$ cat src/hw/rtl/blru_pkg.sv
package blru_pkg;

    localparam logic [1:0] REQ_GET = 2'd0;
    localparam logic [1:0] REQ_PUT = 2'd1;
    localparam logic [1:0] REQ_DEL = 2'd2;
    localparam logic [1:0] REQ_NOP = 2'd3;

    typedef struct packed {
        logic [1:0]  req_type;
        logic [63:0] key;
        logic [31:0] value_handle;
        logic [19:0] entry_size;
    } req_t;

    typedef struct packed {
        logic        found;
        logic [31:0] value_out;
        logic [6:0]  evicted;
        logic [26:0] bytes_used;
        logic [6:0]  entries_held;
    } rsp_t;

    // Classified command handed from the front end to the engine.
    typedef struct packed {
        logic [1:0]  op;
        logic [63:0] key;
        logic [31:0] value;
        logic [19:0] size;
    } cmd_t;

endpackage

$ cat src/hw/rtl/blru_front.sv
module blru_front (
    input  logic          clk,
    input  logic          rst_n,
    input  logic          req_valid,
    output logic          req_stall,
    input  blru_pkg::req_t req_data,
    output logic          cmd_valid,
    input  logic          cmd_pop,
    output blru_pkg::cmd_t cmd_data
);
    import blru_pkg::*;

    cmd_t       q_reg [2];
    logic       wr_ptr_reg, wr_ptr_next;
    logic       rd_ptr_reg, rd_ptr_next;
    logic [1:0] count_reg, count_next;
    cmd_t       cmd_in;
    logic       push;
    logic       pop;

    // Classify the request; the unused code becomes an explicit no-op.
    always_comb
    begin
        cmd_in.key   = req_data.key;
        cmd_in.value = req_data.value_handle;
        cmd_in.size  = req_data.entry_size;
        unique case (req_data.req_type)
            REQ_GET: cmd_in.op = REQ_GET;
            REQ_PUT: cmd_in.op = REQ_PUT;
            REQ_DEL: cmd_in.op = REQ_DEL;
            default: cmd_in.op = REQ_NOP;
        endcase
    end

    assign req_stall = (count_reg == 2'd2);
    assign push      = req_valid && !req_stall;
    assign cmd_valid = (count_reg != 2'd0);
    assign pop       = cmd_pop && cmd_valid;
    assign cmd_data  = q_reg[rd_ptr_reg];

    always_comb
    begin
        wr_ptr_next = push ? !wr_ptr_reg : wr_ptr_reg;
        rd_ptr_next = pop ? !rd_ptr_reg : rd_ptr_reg;
        count_next  = count_reg + {1'b0, push} - {1'b0, pop};
    end

    always_ff @(posedge clk or negedge rst_n)
    begin
        if (!rst_n)
        begin
            wr_ptr_reg <= 1'b0;
            rd_ptr_reg <= 1'b0;
            count_reg  <= 2'd0;
        end
        else
        begin
            wr_ptr_reg <= wr_ptr_next;
            rd_ptr_reg <= rd_ptr_next;
            count_reg  <= count_next;
        end
    end

    always_ff @(posedge clk)
    begin
        if (push)
        begin
            q_reg[wr_ptr_reg] <= cmd_in;
        end
    end

    assert property (@(posedge clk) disable iff (!rst_n) count_reg <= 2'd2)
        else $error("command queue count overflow");
    assert property (@(posedge clk) disable iff (!rst_n)
        (count_reg == 2'd0) |-> (wr_ptr_reg == rd_ptr_reg))
        else $error("empty queue with unequal pointers");
    assert property (@(posedge clk) disable iff (!rst_n)
        (push && !pop) |=> (count_reg == $past(count_reg) + 2'd1))
        else $error("queue count missed a push");

endmodule

$ cat config.mk
export PLATFORM = sky130hd
export DESIGN_NAME = blru_front
export DESIGN_NICKNAME = d
export VERILOG_FILES = /design/src/hw/rtl/blru_pkg.sv /design/src/hw/rtl/blru_front.sv
export SDC_FILE = /design/constraint.sdc
export NUM_CORES = 1
export LEC_CHECK = 0
export BUFFER_PORTS_ARGS = -buffer_cell sky130_fd_sc_hd__buf_2
export CORE_MARGIN = 5
export CORE_UTILIZATION = 40
export DETAILED_ROUTE_END_ITERATION = 8
export GPL_TIMING_DRIVEN = 0
export PLACE_DENSITY_LB_ADDON = 0.25
export SLEW_MARGIN = 0
export SYNTH_ARGS = -nofsm -noshare
export SYNTH_HDL_FRONTEND = slang
export SYNTH_SLANG_ARGS = --single-unit
$ cat constraint.sdc
create_clock -name clk -period 8.1 [get_ports clk]
set_clock_uncertainty 0.15 [all_clocks]
set_input_delay 0.405 -clock clk [delete_from_list [all_inputs] [get_ports clk]]
set_output_delay 0.405 -clock clk [all_outputs]
set_load 0.02 [all_outputs]
Yosys cells after proc, flatten, opt, wreduce, memory -nomap -nowiden
Memories as Yosys holds them, arrays and structs flattened. Index checks and enable logic that the tools add are counted.

Muxes and demuxes: 3. Reductions and logical operators: 7. $add $sub $neg: 2. Equality and inequality tests: 3.

Operators by type and width (number): 2-bit case mux with 3 select lines (1); 2-bit equality test (second input constant) (2); 1-bit logical NOT (3); 2-bit by 1-bit adder with 2-bit output (1); 2-bit by 1-bit equality test with 1-bit output (second input constant) (1); 1-bit logical AND (2); 2-bit logical NOT (1); 1-bit two-way mux (2); 2-bit nonzero test (1); 2-bit by 1-bit subtractor with 2-bit output (1).

Output and inout port bits: 120. Register bits after elaboration: 4. Input bits: 122. Memories kept: 1. Memory bits (writable): 236. Word-level logic and storage cells: 19.

Memory list: q_reg (words 2, width 118, rd ports 1, clocked after memory_dff 0, write ports 1, RTL line blru_front.sv:13) `cmd_t q_reg [2];`.

Depth between registers and ports, before layout
Depth in word-level cells: 5. Mapped depth: 7. Gate-level depth less buffers: 7.

Least setup slack after synthesis
OpenSTA, ideal clock, no wires.

Path type: reg2reg. Start: register count_reg[1]. End: memory q_reg[0][0] (netlist bit), enable pin. Buffers on the path: 0. Library setup time: 0.596 ns. Data required time: 7.354 ns. Period minus slack after synthesis: 6.241 ns. Data arrival time: 5.495 ns. Setup slack: 1.859 ns. Cell stages (with the launch flop): 4. Cells stage by stage: dfrtp_1 nand2b_1 nand2_1 nor2_1.

Longest elaborated chain between the ends: 5.

RTL lines: start: declaration (RTL line blru_front.sv:16) `logic [1:0] count_reg, count_next;`; start signal: assignment (RTL line blru_front.sv:60) `count_reg <= count_next;`; 2-bit equality test (RTL line blru_front.sv:35) `assign req_stall = (count_reg == 2'd2);`; 1-bit logical NOT (RTL line blru_front.sv:36) `assign push = req_valid && !req_stall;`; 1-bit logical AND (RTL line blru_front.sv:36); 1-bit two-way mux (RTL line blru_front.sv:66) `if (push)`; 1-bit two-way mux (not written as such) (RTL line blru_front.sv:68) `q_reg[wr_ptr_reg] <= cmd_in;`; end: declaration (RTL line blru_front.sv:13).

No other way between the ends.

==> results.md <==
- Status: finished, final reports clean
- P&R area growth vs syn: 40.0%
- CTS Sinks: 240
- Grt ovf: 0
- Vias per std cell: 4.55
- Yosys top cell by area: edfxtp_1
- Fin nets: 902
- Wirelength, routed: 18800 um
- Worst reg2reg path startpoint: count_reg[0]
- Share of layout cells above drive strength 1: a little over half
- #FFs+latches synth: 240
- IO buf count: ~240
- CTS Buf Count: 26
- GRT Overall Usage: 14.1%
- Synth cell types: 18
- Initial core utilization: 40.7%
- Fmax: 421 MHz
- Post-CTS Setup Bufs: 0
- Worst setup path start: rd_ptr_reg
- Total power: approximately 4.6 mW
- Post-CTS sizing: 0
- Drt first pass iters: 4
- Mapped Avg Cell Area: 23.9 um^2
- Final setup violation count: 0
- Clock latency on the worst-skew pair: around 0.53 ns
- Fill cell count: between 1500 and 2000
- Setup crit end kind: output pin
- Syn Nets: 511
- Combinational share of power: 37.8%
- Cell with the most instances after synthesis: edfxtp_1
- # Max-Cap Violations: 0
- Dpl hpwl: 12400 um
- Synth Instances: 387
- Die width: between 150 and 200 um
- Final routed DRC violation total: 0
- Hold Crit Start: cmd_pop
- Worst IR Drop VDD: approximately 0.00030 V
- Die height: 162 um
- Slew at the pin with the worst max-slew slack: 0.989 ns
- Startpoint types: flop
- Synth top area cells: edfxtp_1 77%, mux2_4 16%, buf_12 2.4%
- R2R setup slack: 5.83 ns
- Number of flops mapped to enable cells by yosys: 236
- Power Dens Cells: 359 nW/um^2
- Largest net degree at the start of global routing: 50
- Multi-input combinational cell area: between 1500 and 2000 um^2
- Placer congestion estimate: 0.715
- Slew HR: between 30% and 40%
- # diodes: 0
- Post-synth top cells: 236 x edfxtp_1, 99 x mux2_4, 19 x mux2_2
- First-pass GRT wire length: 29700 um
- P_leak: 5.19 nW
- Yosys top cell area share: 76.7%
- Crit path kind: flop to output pin
- CP max FO: 10
- YS warnings: 0
- Unrepaired setup endpoints after global routing: no
- Mapped Area: 9240 um^2
- TritonCTS clock tree: done
- Placed cell areas: 10900 um^2
- Worst Hold Class: input port to flop
- Sw Ratio: 31.7%
- Vias in the first global route: ~5700
- Final Max Slew Viols: 0
- Top Ports: 242
- Tmin final: 2.37 ns
- Layout Cells excl Fill: 1083
- DR vias: 4932
- Flop pwr share: 38.1%
- Async S/R FF share, synth: 1.67%
- Root Driver: clkbuf_16
- P_int: 3.17 mW
- Sequential share of the synthesized area: between 70 and 80%
- Htree depth: 1
- Core Footprint: 22700 um^2
- Dpl cells: 916
- Clock Power Share: between 20% and 30%
- Initial DRC count: 183
- FP Rows: 55
- Initial antenna violation count: 0
- Worst EP required: 7.55 ns
- Post-synth top flop: edfxtp_1
- Max clock buf depth: 3
- Post-route ant nets: 0
- Routed WL per cell: 17.4 um
- Design area: 12900 um^2
- Switching Power: 1.47 mW
- Hold Slack: 0.0738 ns
- Cts hold-fix bufs: 119
- Clock slew at reported path FFs: 0.05 ns
- Critical Path AT: 1.82 ns
- Final hold vios: 0
- Max FFs per register: 236
- Sequential cell area: 7190 um^2
- Die area: 26200 um^2
- Tcrit/Tclk final: 29.3%
## layout by cell type (no fill, tap or decap), types with 2 or more instances in the layout
cell type / Yosys / layout
buf_2: 0 / 239
edfxtp_1: 236 / 236
dlygate4sd3_1: 0 / 119
mux2_4: 99 / 99
clkbuf_16: 0 / 26
mux2_2: 19 / 19
buf_12: 11 / 14
clkinv_2: 0 / 7
clkinv_1: 0 / 6
dfrtp_1: 4 / 4
clkbuf_1: 2 / 3
xnor2_1: 3 / 3
clkinvlp_4: 0 / 3
inv_1: 2 / 2
ha_1: 2 / 2
bufinv_16: 0 / 2
clkinv_4: 0 / 2
buf_16: 0 / 2
## power by group through the flow
stage	logic (mW)	registers, mW	clock network, mW
finish	1.75	1.77	1.12
global route	1.86	1.79	1.21
detailed placement	1.73	1.79	0
CTS	1.79	1.77	1.16
global placement	1.66	1.85	0
floorplan	1.23	1.82	0
## layout make-up
| cell class | count | share of cell area, % |
|---|---|---|
| clock inverters | 21 | 1.34 |
| clock buffers | 27 | 5.06 |
| repair buffers | 363 | 19.3 |
| multi-input cells | 130 | 14.0 |
| plain buffers | 15 | 1.96 |
| flip-flops and latches | 240 | 55.5 |
| well taps | 285 | 2.76 |
| inverters | 2 | 0.0580 |
## stage by stage
stage	setup TNS (ns)	setup WS [ns]	util (%)
CTS	0	5.66	57.0
global route	0	5.66	57.0
detailed placement	0	5.81	48.1
global placement	-89.54	-0.766	47.5
finish	0	5.73	57.0
floorplan	0	1.86	-
## worst paths after layout
path / to / cells past startpoint
setup / recovery: cmd_data[74] / 4
hold / removal: rd_ptr_reg / 3
setup reg to reg: q_reg[0][18] / 4
hold reg to reg: count_reg[1] / 1
max in group asynchronous: rd_ptr_reg / 2
min in group asynchronous: count_reg[1] / 2
## worst max-delay path, stage by stage (launching register included)
cell and delay (ns):
dfrtp_1 0.42, buf_12 0.21, buf_12 0.17, mux2_4 0.30
buf_2 0.18
## kinds of logic (layout without fill, tap and decap cells)
logic type | after synthesis | count (layout) | synth area share [%]
DFF | 240 | 240 | 77.8
muxes | 118 | 118 | 18.4
buffers and inverters | 17 | 428 | 2.83
and+or+nand+nor | 6 | 6 | 0.352
xor gates and xnor gates | 4 | 4 | 0.379
adders and majority gates | 2 | 2 | 0.271
## per-layer routing
metal,vias up,part of all wire (%),routed length (um),GRT usage (%)
met4,0,2.5,466,3.65
met1,2401,37,6990,15.6
met3,34,9.0,1690,5.18
li1,2324,-,-,-
met2,173,51,9690,25.7
met5,-,0,0,0
No activity file was read; power rests on OpenSTA's default activity.
